### src/hdl/rpwu_pkg.sv
// Package for the Rprop weight update block: sizes, codes, reset values and
// the structs passed between the front, back and output buffer modules.
// No dependencies.
`default_nettype none

package rpwu_pkg;

  localparam int CHAINS    = 2;
  localparam int STAGES    = 64;
  localparam int ENTRIES   = CHAINS * STAGES;
  localparam int IDX_W     = 7;
  localparam int MEM_DEPTH = (ENTRIES < (1 << IDX_W)) ? ENTRIES : (1 << IDX_W);
  localparam int MEM_AW    = $clog2(MEM_DEPTH);

  localparam int WEIGHT_W  = 32;
  localparam int STEP_W    = 23;
  localparam int FACTOR_W  = 18;
  localparam int FRAC_W    = 16;
  localparam int PROD_W    = STEP_W + FACTOR_W;
  localparam int SCALED_W  = PROD_W - FRAC_W;
  localparam int SIGN_W    = 2;
  localparam int ACT_W     = 2;

  localparam int CFG_IDX_W  = 3;
  localparam int CFG_DATA_W = 23;

  localparam int QUEUE_DEPTH = 2;
  localparam int OUT_DEPTH   = 4;
  localparam int OUT_CNT_W   = $clog2(OUT_DEPTH + 1);

  localparam logic [PROD_W-1:0] ROUND_HALF = PROD_W'(1 << (FRAC_W - 1));
  localparam logic [STEP_W-1:0] STEP_ALL_ONES = '1;

  localparam logic [CFG_IDX_W-1:0] CFG_INC_FACTOR = 3'd0;
  localparam logic [CFG_IDX_W-1:0] CFG_DEC_FACTOR = 3'd1;
  localparam logic [CFG_IDX_W-1:0] CFG_STEP_MAX   = 3'd2;
  localparam logic [CFG_IDX_W-1:0] CFG_STEP_MIN   = 3'd3;
  localparam logic [CFG_IDX_W-1:0] CFG_STEP_INIT  = 3'd4;

  localparam logic [FACTOR_W-1:0] INC_FACTOR_RST = 18'd78643;
  localparam logic [FACTOR_W-1:0] DEC_FACTOR_RST = 18'd32768;
  localparam logic [STEP_W-1:0]   STEP_MAX_RST   = 23'd6553600;
  localparam logic [STEP_W-1:0]   STEP_MIN_RST   = 23'd66;
  localparam logic [STEP_W-1:0]   STEP_INIT_RST  = 23'd6554;

  localparam logic [SIGN_W-1:0] SIGN_ZERO = 2'b00;
  localparam logic [SIGN_W-1:0] SIGN_POS  = 2'b01;
  localparam logic [SIGN_W-1:0] SIGN_NEG  = 2'b11;

  typedef enum logic {
    OP_LOAD   = 1'b0,
    OP_UPDATE = 1'b1
  } op_t;

  typedef enum logic [ACT_W-1:0] {
    ACT_LOAD = 2'd0,
    ACT_GROW = 2'd1,
    ACT_BACK = 2'd2,
    ACT_KEEP = 2'd3
  } action_t;

  typedef struct packed {
    op_t                        op;
    logic [IDX_W-1:0]           idx;
    logic signed [WEIGHT_W-1:0] value;
    logic                       in_range;
    logic                       grad_neg;
    logic                       grad_zero;
  } item_t;

  typedef struct packed {
    logic signed [WEIGHT_W-1:0] weight;
    logic [STEP_W-1:0]          step;
    logic [SIGN_W-1:0]          sign;
    logic signed [WEIGHT_W-1:0] change;
  } entry_t;

  typedef struct packed {
    logic [IDX_W-1:0]           idx;
    logic signed [WEIGHT_W-1:0] weight;
    logic [STEP_W-1:0]          step;
    action_t                    action;
  } result_t;

  typedef struct packed {
    logic [OUT_CNT_W-1:0] count;
    logic                 full;
  } ob_status_t;

  typedef struct packed {
    logic       issue;
    logic [1:0] inflight;
  } back_status_t;

endpackage

`default_nettype wire

### src/hdl/rpwu_out_buf.sv
// Output buffer: small FIFO of finished results toward the consumer; its fill
// level gives the back end its issue credit. Depends on rpwu_pkg.
`default_nettype none

module rpwu_out_buf (
  input  logic                 clk,
  input  logic                 rst_n,
  input  logic                 res_valid,
  input  rpwu_pkg::result_t    res_item,
  output rpwu_pkg::ob_status_t status,
  output logic                 out_valid,
  input  logic                 out_ready,
  output rpwu_pkg::result_t    out_item
);

  localparam int OAW = (rpwu_pkg::OUT_DEPTH > 1) ? $clog2(rpwu_pkg::OUT_DEPTH) : 1;

  rpwu_pkg::result_t             fifo_r [rpwu_pkg::OUT_DEPTH];
  logic [OAW-1:0]                wr_ptr_r;
  logic [OAW-1:0]                rd_ptr_r;
  logic [rpwu_pkg::OUT_CNT_W-1:0] count_r;
  logic                          pop;

  function automatic logic [OAW-1:0] ptr_inc(input logic [OAW-1:0] ptr);
    logic [OAW-1:0] res;
    if (ptr == OAW'(rpwu_pkg::OUT_DEPTH - 1)) begin
      res = '0;
    end else begin
      res = ptr + 1'b1;
    end
    return res;
  endfunction

  assign out_valid    = (count_r != '0);
  assign out_item     = fifo_r[rd_ptr_r];
  assign pop          = out_valid && out_ready;
  assign status.count = count_r;
  assign status.full  = (count_r == rpwu_pkg::OUT_CNT_W'(rpwu_pkg::OUT_DEPTH));

  always_ff @(posedge clk) begin
    if (res_valid) begin
      fifo_r[wr_ptr_r] <= res_item;
    end
  end

  always_ff @(posedge clk) begin
    if (!rst_n) begin
      wr_ptr_r <= '0;
      rd_ptr_r <= '0;
      count_r  <= '0;
    end else begin
      if (res_valid) begin
        wr_ptr_r <= ptr_inc(wr_ptr_r);
      end
      if (pop) begin
        rd_ptr_r <= ptr_inc(rd_ptr_r);
      end
      if (res_valid && !pop) begin
        count_r <= count_r + 1'b1;
      end else if (pop && !res_valid) begin
        count_r <= count_r - 1'b1;
      end
    end
  end

endmodule

`default_nettype wire
### config.mk
export PLATFORM = sky130hd
export DESIGN_NAME = rpwu_out_buf
export DESIGN_NICKNAME = d
export VERILOG_FILES = /design/src/hdl/rpwu_pkg.sv /design/src/hdl/rpwu_out_buf.sv
export SDC_FILE = /design/constraint.sdc
export NUM_CORES = 1
export LEC_CHECK = 0
export BUFFER_PORTS_ARGS = -buffer_cell sky130_fd_sc_hd__buf_2
export CAP_MARGIN = 20
export CELL_PAD_IN_SITES_DETAIL_PLACEMENT = 0
export CELL_PAD_IN_SITES_GLOBAL_PLACEMENT = 1
export CORE_MARGIN = 10
export CORE_UTILIZATION = 54
export CTS_CLUSTER_DIAMETER = 200
export CTS_CLUSTER_SIZE = 10
export DETAILED_ROUTE_END_ITERATION = 8
export PLACE_DENSITY_LB_ADDON = 0.1
export SLEW_MARGIN = 20
export SYNTH_ARGS = -nofsm -noshare
export SYNTH_HDL_FRONTEND = slang
export SYNTH_SLANG_ARGS = --single-unit
### constraint.sdc
create_clock -name clk -period 3.6 [get_ports clk]
set_input_delay 0.72 -clock clk [delete_from_list [all_inputs] [get_ports clk]]
set_output_delay 0.72 -clock clk [all_outputs]
set_load 0.02 [all_outputs]
==> results of run 1 <==
[registers in the layout, indices dropped and copies added, names as in the netlist, named ones only]
name,flops
count_r,3
wr_ptr_r,2
rd_ptr_r,2
fifo_r,256
[placed cells by master (no fill, tap or decap), types with 4 or more instances in the layout]
| master | Yosys | final |
|---|---|---|
| and2_4 | 0 | 4 |
| buf_12 | 6 | 4 |
| buf_2 | 6 | 136 |
| clkbuf_1 | 0 | 24 |
| clkbuf_16 | 0 | 31 |
| dfxtp_1 | 9 | 7 |
| edfxtp_1 | 256 | 256 |
| ha_1 | 6 | 6 |
| mux4_1 | 4 | 4 |
| mux4_2 | 60 | 60 |
[power groups by stage]
| stage | clock network (mW) | registers (mW) | logic [mW] |
|---|---|---|---|
| after detailed placement | 0 | 3.78 | 1.67 |
| after global routing | 2.90 | 3.74 | 1.76 |
| after global placement | 0 | 3.77 | 1.65 |
| final | 2.68 | 3.71 | 1.64 |
| after floorplan | 0 | 3.67 | 1.32 |
| after CTS | 2.75 | 3.72 | 1.68 |
[area by class of cell]
| class | count | area [µm²] | area share (%) |
|---|---|---|---|
| sequential | 265 | 7880 | 68.1 |
| multi-input combinational | 98 | 1730 | 15.0 |
| clock buffer | 55 | 866 | 7.49 |
| timing repair buffer | 142 | 776 | 6.71 |
| tap | 229 | 287 | 2.48 |
| inverter | 3 | 11.3 | 0.0974 |
| clock inverter | 1 | 7.51 | 0.0649 |
| antenna | 1 | 2.50 | 0.0216 |
[metrics by stage]
step | hold slack (ns) | power [mW] | util, %
after floorplan | 0.478 | 5.00 | -
after global placement | 0.502 | 5.43 | 59.7
after detailed placement | 0.534 | 5.46 | 59.7
after CTS | 0.373 | 8.15 | 64.6
after global routing | 0.391 | 8.41 | 64.6
final | 0.404 | 8.03 | 64.6
[worst max-delay path, cell delays in order, from the launching register on]
cell and delay [ns]:
dfxtp_4 0.67, buf_4 0.32, mux4_2 0.54, buf_2 0.18
[cells by family after synthesis]
family          Yosys count
simple gates             17
flops                   265
xor+xnor                  2
mux                      67
fa+ha+maj                 7
buf+inv                  17
compound gates            5
[worst max-delay path by stage]
stage                          from           end  slack (ns)  cells past startpoint
after floorplan           res_valid  fifo_r[0][0]        0.94                      1
after global placement    flip-flop   out_item[1]        1.09                      3
after detailed placement  flip-flop  out_item[15]        1.08                      3
after CTS                 flip-flop  out_item[15]        0.51                      3
after global routing      flip-flop   out_item[1]        0.44                      3
final                     flip-flop  out_item[20]        0.61                      3
[metal layers]
layer,vias to the layer above,GRT usage (%),wire length (µm)
li1,1955,-,-
met1,2318,18.5,7190
met2,125,26.6,9510
met3,32,4.30,1190
met4,2,3.87,270
met5,-,0,13
==> summary.txt, run 1 <==
Run status
  – Status: finished clean

STA
  – Period minus WS final: 2.99 ns
  – Achievable Freq: 335 MHz
  – RSZ-0062 raised after global routing: no
  – Final setup fails: 0
  – Worst slew pin tran: 1.02 ns
  – Setup TNS Final: 0 ns
  – Skew final: 0.00799 ns
  – Worst slew margin: 31.7%
  – Pins over their slew limit: 0
  – Final Cycle Share: 83.0%
  – Final Hold Fails: 0
  – Fin worst setup slack: 0.612 ns

Clocking
  – Cts repair resizes: 0
  – Maximum clock path buffer count: 3
  – Root Buffer: clkbuf_16
  – Setup Fix Bufs, Post-CTS: 0
  – Clock transition at path regs: 0.06 ns
  – Hold_buf cts: 0
  – Clock latency on the worst-skew pair: 0.53 ns
  – H-Tree Level Count: 1
  – Clock sinks: 265
  – Num CTS Buffers: 30
  – TritonCTS clock tree: done

Route
  – Avg WL per Cell: 22.9 µm
  – Vias per cell: 5.58
  – Via count: 4432
  – DRC Markers: 0
  – Initial DRC Count: 247
  – WL final: 18.2 mm
  – ANT nets after route: 0
  – DRT Pass-1 Iters: 4

Synthesis
  – Post-synthesis cell count: 380
  – Async SR Flop Fraction: 0%
  – Post-synth top area share: 78.7%
  – Post-synthesis compound-gate area fraction: 0.307%
  – Post-synthesis adder-cell area fraction: 0.973%
  – Synth area leaders: edfxtp_1 (79%), mux4_2 (14%), dfxtp_1 (1.8%), buf_12 (1.2%), mux4_1 (1.1%)
  – Cell taking the most area after synthesis: edfxtp_1
  – Simple-gate share of the synthesized area: 0.973%
  – Synth cell count leaders: edfxtp_1 (256), mux4_2 (60), dfxtp_1 (9)
  – Synth warnings: 0
  – Number of flops mapped to enable cells by yosys: 256
  – Largest family of logic cells by synthesized area: multiplexers
  – Count leader, synth: edfxtp_1
  – Yosys reg bits: 265
  – Syn Area/Cell: 25.7 µm²
  – Xor-xnor portion of the synthesized cell area: 0.179%
  – Fraction of synthesized area in multiplexers: 15.2%
  – Mapped Area: 9770 µm²
  – Netlist cell types: 24
  – Ys flop type: edfxtp_1
  – Seq/Total Area, Yosys: 80.5%
  – Post-Syn Nets: 455

Setup path
  – CP Max Fanout: 26
  – Critical R2R Launch: count_r[1]
  – Arrival time worst endpoint: 2.27 ns
  – WS Path Type: flip-flop to output pin
  – Crit end category: output pin
  – Worst R2R Path Depth: 7
  – Critical path data required time: 2.88 ns
  – Critical Path Source Type: flip-flop
  – Reg2reg setup slack: 1.08 ns
  – Reg2reg end: count_r[2]

Power
  – P_leak: 3.91 nW
  – Clk pwr share: 33.4%
  – Pint: 5.90 mW
  – Switching Fraction: 26.5%
  – Psw: 2.12 mW
  – Pwr/cell area: 695 nW/µm²
  – Sequential share of power: 46.2%
  – Gate power share: 20.4%
  – Peak supply drop: 0.449 mV

Hold path
  – Min-delay worst type: input pin to flip-flop
  – Worst hold endpoint: fifo_r[0][11]
  – Hold Path Depth: 1
  – Hold Crit Start: res_item[11]

Die
  – IO Pins: 137
  – Chip width: 155 µm
  – Core Region: 17900 µm²
  – Initial Util: 54.6%
  – Height of the chip: 155 µm
  – Std cell rows: 49
  – DIE AREA: 23900 µm²

Run
  – Max_cap viols: 0

GRT
  – Initial antenna violation count: 1
  – Largest net degree at the start of global routing: 65
  – Vias in the first global route: 5012
  – GRT Total Usage: 15.3%
  – GRT overflow: 0
  – First-pass GRT wire length: 28.5 mm

Placed design
  – Instance area after placement: 10700 µm²
  – Pre-CTS setup slack: 1.08 ns
  – Dpl cells: 737
  – IO Port Bufs: 136
  – Final GP Congestion: 0.710
  – Hpwl dp: 10.8 mm

Finish
  – Fin cells: 794
  – Layout Nets: 615
  – Layout cell share with drive strength beyond 1: 42.6%
  – Filler cells: 1219
  – Layout area overhead: 18.3%
  – Cell area after layout: 11600 µm²
No activity file was read; power rests on OpenSTA's default activity.
==> run 2: changes to the inputs <==
--- a/config.mk
+++ b/config.mk
@@ -10,7 +10,7 @@
 export CELL_PAD_IN_SITES_DETAIL_PLACEMENT = 0
 export CELL_PAD_IN_SITES_GLOBAL_PLACEMENT = 1
 export CORE_MARGIN = 10
-export CORE_UTILIZATION = 54
+export CORE_UTILIZATION = 50
 export CTS_CLUSTER_DIAMETER = 200
 export CTS_CLUSTER_SIZE = 10
 export DETAILED_ROUTE_END_ITERATION = 8
==> constraint.sdc (replaced) <==
create_clock -name clk -period 2.94 [get_ports clk]
set_input_delay 0.588 -clock clk [delete_from_list [all_inputs] [get_ports clk]]
set_output_delay 0.588 -clock clk [all_outputs]
set_load 0.02 [all_outputs]
==> summary.txt, run 2 (synthesis gave the netlist of run 1 again) <==
Placed design
  – Hpwl dp: 11.5 mm (+7.0%)
  – Dpl cells: 779 (+5.7%)
  – Final GP Congestion: 0.695 (-2.0%)
  – IO Port Bufs: 136 (unchanged)

STA
  – Final Cycle Share: 93.9%
  – Worst slew pin tran: 0.563 ns (-0.461 ns)
  – Final setup fails: 0 (unchanged)
  – Achievable Freq: 362 MHz
  – Worst slew margin: 62.2% (+30 points)
  – Skew final: 0.00503 ns (-0.00296 ns)
  – RSZ-0062 raised after global routing: no
  – Pins over their slew limit: 0 (unchanged)
  – Setup TNS Final: 0 ns (unchanged)
  – Final Hold Fails: 0 (unchanged)
  – Period minus WS final: 2.76 ns

Finish
  – Biggest register: fifo_r
  – Most frequent cells in the layout: edfxtp_1 (256), buf_2 (136), mux4_2 (60), clkbuf_16 (31), clkbuf_1 (12)
  – Final Core Density: 60.2% (-4.4 points)
  – Commonest non-fill, non-tap cell in the layout: edfxtp_1
  – Registers with the most flip-flops: fifo_r x256, count_r x3
  – Layout cell share with drive strength beyond 1: 44.1% (+1.5 points)
  – Fin cells: 825 (+3.9%)
  – Layout Nets: 621 (+0.98%)
  – Filler cells: 1422 (+17%)
  – Layout area overhead: 19.1%
  – Max reg flops: 256 (unchanged)

Power
  – Psw: 2.56 mW (+21%)
  – Switching Fraction: 26.3% (-0.16 points)
  – Gate power share: 21.5% (+1.1 points)
  – Clk pwr share: 32.5% (-0.9 points)
  – Pint: 7.19 mW (+22%)
  – Pwr/cell area: 838 nW/µm² (+21%)
  – Peak supply drop: 0.502 mV (+12%)
  – P_leak: 3.93 nW (+0.64%)
  – Sequential share of power: 46.0% (-0.2 points)

Clocking
  – Maximum clock path buffer count: 3 (unchanged)
  – TritonCTS clock tree: done
  – Root Buffer: clkbuf_16
  – Cts repair resizes: 0 (unchanged)
  – Clock sinks: 265 (unchanged)
  – Setup Fix Bufs, Post-CTS: 0 (unchanged)
  – Clock transition at path regs: 0.05 ns (about the same)
  – Hold_buf cts: 0 (unchanged)
  – Num CTS Buffers: 30 (unchanged)
  – Clock latency on the worst-skew pair: 0.53 ns (about the same)
  – H-Tree Level Count: 1 (unchanged)

GRT
  – GRT Total Usage: 14.2% (-1.1 points)
  – Vias in the first global route: 4939 (-1.5%)
  – Largest net degree at the start of global routing: 53 (-18%)
  – First-pass GRT wire length: 28.3 mm (-0.60%)
  – Initial antenna violation count: 5 (+4)
  – GRT overflow: 0 (unchanged)

Run status
  – Status: finished clean

Setup path
  – Critical Path Source Type: flip-flop
  – Critical R2R Launch: count_r[0]
  – Crit end category: output pin
  – Worst R2R Path Depth: 7 (unchanged)
  – Reg2reg setup slack: 0.59 ns (-0.49 ns)
  – Crit path capture: out_item[56]
  – Reg2reg end: count_r[2]
  – WS Path Type: flip-flop to output pin
  – CP Max Fanout: 23 (-12%)
  – Arrival time worst endpoint: 2.17 ns (-0.10 ns)
  – Critical path data required time: 2.35 ns (-0.53 ns)

Route
  – Initial DRC Count: 201 (-19%)
  – Vias per cell: 5.34 (-4.4%)
  – ANT nets after route: 0 (unchanged)
  – WL final: 18.3 mm (+0.63%)
  – Avg WL per Cell: 22.2 µm (-3.2%)
  – Via count: 4403 (-0.65%)
  – DRC Markers: 0 (unchanged)
  – DRT Pass-1 Iters: 4 (unchanged)

Die
  – IO Pins: 137 (unchanged)
  – Height of the chip: 160 µm (+3.4%)
  – Core Region: 19300 µm² (+8.0%)
  – DIE AREA: 25500 µm² (+6.9%)
  – Std cell rows: 51 (+4.1%)
  – Chip width: 160 µm (+3.4%)
  – Initial Util: 50.5% (-4.0 points)

Hold path
  – Min-delay worst type: input pin to flip-flop

Run
  – Max_cap viols: 0 (unchanged)
==> run 2: cell type report <==
| class | count | area, µm² | area share [%] |
|---|---|---|---|
| Antenna cell | 2 | 5.00 | 0.0430 |
| Sequential cell | 265 | 7880 | 67.7 |
| Multi-Input combinational cell | 98 | 1730 | 14.9 |
| Clock inverter | 1 | 7.51 | 0.0645 |
| Timing Repair Buffer | 148 | 846 | 7.27 |
| Clock buffer | 43 | 821 | 7.06 |
| Inverter | 3 | 11.3 | 0.0968 |
| Tap cell | 265 | 332 | 2.85 |
==> run 2: per-stage QoR <==
stage | setup slack, ns | instance area [µm²] | power (mW) | hold WS (ns)
5_1_grt | 0.0622 | 11600 | 10.2 | 0.255
3_3_place_gp | 0.682 | 10800 | 6.70 | 0.492
4_1_cts | 0.112 | 11600 | 9.93 | 0.247
2_1_floorplan | 0.417 | 9770 | 6.12 | 0.478
6_report | 0.180 | 11600 | 9.75 | 0.270
3_5_place_dp | 0.572 | 10800 | 6.73 | 0.539
==> run 2: worst min path at each step <==
stage               slack [ns]  cells after the start            end          from
detailed placement        0.54                      2     count_r[2]    count_r[2]
CTS                       0.25                      1  fifo_r[3][62]  res_item[62]
global placement          0.49                      2      flip-flop   rd_ptr_r[1]
finish                    0.27                      1  fifo_r[0][29]  res_item[29]
global route              0.26                      1  fifo_r[2][16]  res_item[16]
floorplan                 0.48                      2      flip-flop   rd_ptr_r[1]
==> run 2: power by group through the flow <==
| stage | clock (mW) | sequential [mW] | combinational [mW] |
|---|---|---|---|
| 5_1_grt | 3.42 | 4.52 | 2.24 |
| 2_1_floorplan | 0 | 4.50 | 1.62 |
| 3_5_place_dp | 0 | 4.57 | 2.15 |
| 3_3_place_gp | 0 | 4.56 | 2.14 |
| 6_report | 3.17 | 4.49 | 2.09 |
| 4_1_cts | 3.27 | 4.50 | 2.17 |
==> run 2: critical path: stages (launching register included) <==
cell and delay [ns]:
dfxtp_4 0.55, buf_12 0.27, mux4_1 0.63, buf_2 0.19
==> run 2: per-layer routing <==
metal / up-vias / global-route usage, % / wire (µm) / part of all wire (%)
li1: 1960 / - / - / -
met1: 2289 / 17.6 / 7430 / 41
met2: 113 / 24.3 / 9470 / 52
met3: 35 / 3.96 / 1060 / 5.8
met4: 6 / 3.38 / 281 / 1.5
met5: - / 0 / 45 / 0.25
==> run 3: changes to the inputs <==
--- a/config.mk
+++ b/config.mk
@@ -10,7 +10,7 @@
 export CELL_PAD_IN_SITES_DETAIL_PLACEMENT = 0
 export CELL_PAD_IN_SITES_GLOBAL_PLACEMENT = 1
 export CORE_MARGIN = 10
-export CORE_UTILIZATION = 50
+export CORE_UTILIZATION = 30
 export CTS_CLUSTER_DIAMETER = 200
 export CTS_CLUSTER_SIZE = 10
 export DETAILED_ROUTE_END_ITERATION = 8
==> summary.txt, run 3 (synthesis gave the netlist of run 1 again) <==
STA
  – Setup TNS Final: 0 ns (unchanged)
  – Final setup fails: 0 (unchanged)
  – Worst slew pin tran: 0.528 ns (-0.0344 ns)
  – Period minus WS final: 2.72 ns (-0.0400 ns)
  – Worst slew margin: 64.5% (+2.3 points)
  – RSZ-0062 raised after global routing: no
  – Hold_ws: 0.256 ns (-0.0150 ns)
  – Achievable Freq: 368 MHz (+1.5%)
  – Pins over their slew limit: 0 (unchanged)
  – Final Hold Fails: 0 (unchanged)
  – Final Cycle Share: 92.5% (-1.4 points)
  – Skew final: 0.0103 ns (+0.00529 ns)

Clocking
  – Maximum clock path buffer count: 3 (unchanged)
  – Clock transition at path regs: 0.05 ns (about the same)
  – H-Tree Level Count: 1 (unchanged)
  – Clock latency on the worst-skew pair: 0.54 ns (about the same)
  – Root Buffer: clkbuf_16
  – Hold_buf cts: 0 (unchanged)
  – Num CTS Buffers: 30 (unchanged)
  – Clock sinks: 265 (unchanged)
  – TritonCTS clock tree: done
  – Cts repair resizes: 0 (unchanged)
  – Setup Fix Bufs, Post-CTS: 0 (unchanged)

Setup path
  – Critical Path Source Type: flip-flop
  – WS Path Type: flip-flop to output pin
  – Arrival time worst endpoint: 2.13 ns (-0.04 ns)
  – Reg2reg end: count_r[2]
  – Worst R2R Path Depth: 7 (unchanged)
  – Critical path data required time: 2.35 ns (about the same)
  – Critical R2R Launch: count_r[0]
  – Crit end category: output pin
  – Reg2reg setup slack: 0.58 ns (about the same)
  – CP Max Fanout: 21 (-8.7%)

GRT
  – GRT overflow: 0 (unchanged)
  – Vias in the first global route: 5068 (+2.6%)
  – First-pass GRT wire length: 31.5 mm (+11%)
  – Initial antenna violation count: 1 (-4)
  – GRT Total Usage: 10.3% (-3.9 points)
  – Largest net degree at the start of global routing: 31 (-42%)

Hold path
  – Worst hold endpoint: fifo_r[3][56]
  – Min-delay worst type: input pin to flip-flop
  – Hold Crit Start: res_item[56]
  – Hold Path Depth: 1 (unchanged)

Placed design
  – Hpwl dp: 13.2 mm (+15%)
  – IO Port Bufs: 136 (unchanged)
  – Final GP Congestion: 0.676 (-2.8%)

Finish
  – Layout cell share with drive strength beyond 1: 44.5% (+0.38 points)
  – Registers with the most flip-flops: fifo_r x256, count_r x3
  – Layout area overhead: 21.6%
  – Most frequent cells in the layout: edfxtp_1 (256), buf_2 (136), mux4_2 (60), clkbuf_16 (31), clkbuf_1 (11)
  – Max reg flops: 256 (unchanged)
  – Filler cells: 3010 (+110%)
  – Layout Nets: 624 (+0.48%)
  – Commonest non-fill, non-tap cell in the layout: edfxtp_1
  – Diodes inserted: 0 (-2)
  – Biggest register: fifo_r

Run status
  – Status: finished clean

Die
  – IO Pins: 137 (unchanged)
  – Std cell rows: 66 (+29%)
  – Chip width: 200 µm (+25%)
  – Height of the chip: 200 µm (+25%)
  – Core Region: 32400 µm² (+67%)
  – DIE AREA: 40200 µm² (+57%)
  – Initial Util: 30.2% (-20 points)

Route
  – Vias per cell: 4.44 (-17%)
  – DRT Pass-1 Iters: 4 (unchanged)
  – WL final: 20.9 mm (+14%)
  – ANT nets after route: 0 (unchanged)
  – Avg WL per Cell: 20.9 µm (-5.8%)
  – Initial DRC Count: 120 (-40%)
  – Via count: 4447 (+1.0%)
  – DRC Markers: 0 (unchanged)

Power
  – Peak supply drop: 0.467 mV (-6.9%)
  – P_leak: 3.95 nW (+0.45%)
  – Pwr/cell area: 831 nW/µm² (-0.86%)

Run
  – Max_cap viols: 0 (unchanged)
## run 3: cell count changes in the layout (fill, tap and decap cells not counted)
cell      previous run  this run
buf_4                6         8
diode_2              2         0
clkbuf_1            12        11
buf_12               6         7
## run 3: through the flow
| step | cells | util [%] | power (mW) | area (µm²) | setup WS, ns |
|---|---|---|---|---|---|
| 6_report | 1002 | 36.7 | 9.87 | 11900 | 0.220 |
| 5_1_grt | 1002 | 36.7 | 10.4 | 11900 | 0.0566 |
| 4_1_cts | 1002 | 36.7 | 10.1 | 11900 | 0.127 |
| 3_5_place_dp | 959 | 34.1 | 6.82 | 11100 | 0.570 |
| 3_3_place_gp | 959 | 34.1 | 6.80 | 11100 | 0.669 |
| 2_1_floorplan | 380 | - | 6.12 | 9770 | 0.417 |
## run 3: worst max-delay path by stage
stage,depth (start not counted),from,slack (ns),to
4_1_cts,3,flip-flop,0.13,out_item[55]
3_3_place_gp,7,count_r[0],0.67,count_r[2]
3_5_place_dp,7,count_r[0],0.57,count_r[2]
5_1_grt,3,flip-flop,0.06,out_item[55]
6_report,3,flip-flop,0.22,out_item[55]
2_1_floorplan,1,res_valid,0.42,fifo_r[0][0]
## run 3: worst max-delay path: stages (launching register included)
cell and delay [ns]:
dfxtp_4 0.56, buf_12 0.26, mux4_1 0.58, buf_2 0.18
## run 3: metal layers
metal  part of all wire, %  up-vias  global-route usage [%]
met1                    40     2336                    11.7
met3                   5.4       46                    2.69
li1                      -     1960                       -
met4                   2.7        0                    3.68
met2                    52      105                    18.1
met5                     0        -                       0
## run 3: area by class of cell
class / count / area [µm²] / area share [%]
Tap cell: 442 / 553 / 4.66
Multi-Input combinational cell: 98 / 1730 / 14.6
Clock buffer: 42 / 817 / 6.88
Timing Repair Buffer: 151 / 881 / 7.42
Inverter: 3 / 11.3 / 0.0948
Sequential cell: 265 / 7880 / 66.3
Clock inverter: 1 / 7.51 / 0.0632
## run 3: power breakdown
group          leakage [nW]  internal, mW  switching (mW)
combinational          1.13         0.958            1.20
clock                 0.395          1.89            1.33
sequential             2.43          4.35           0.140
total                  3.95          7.20            2.68
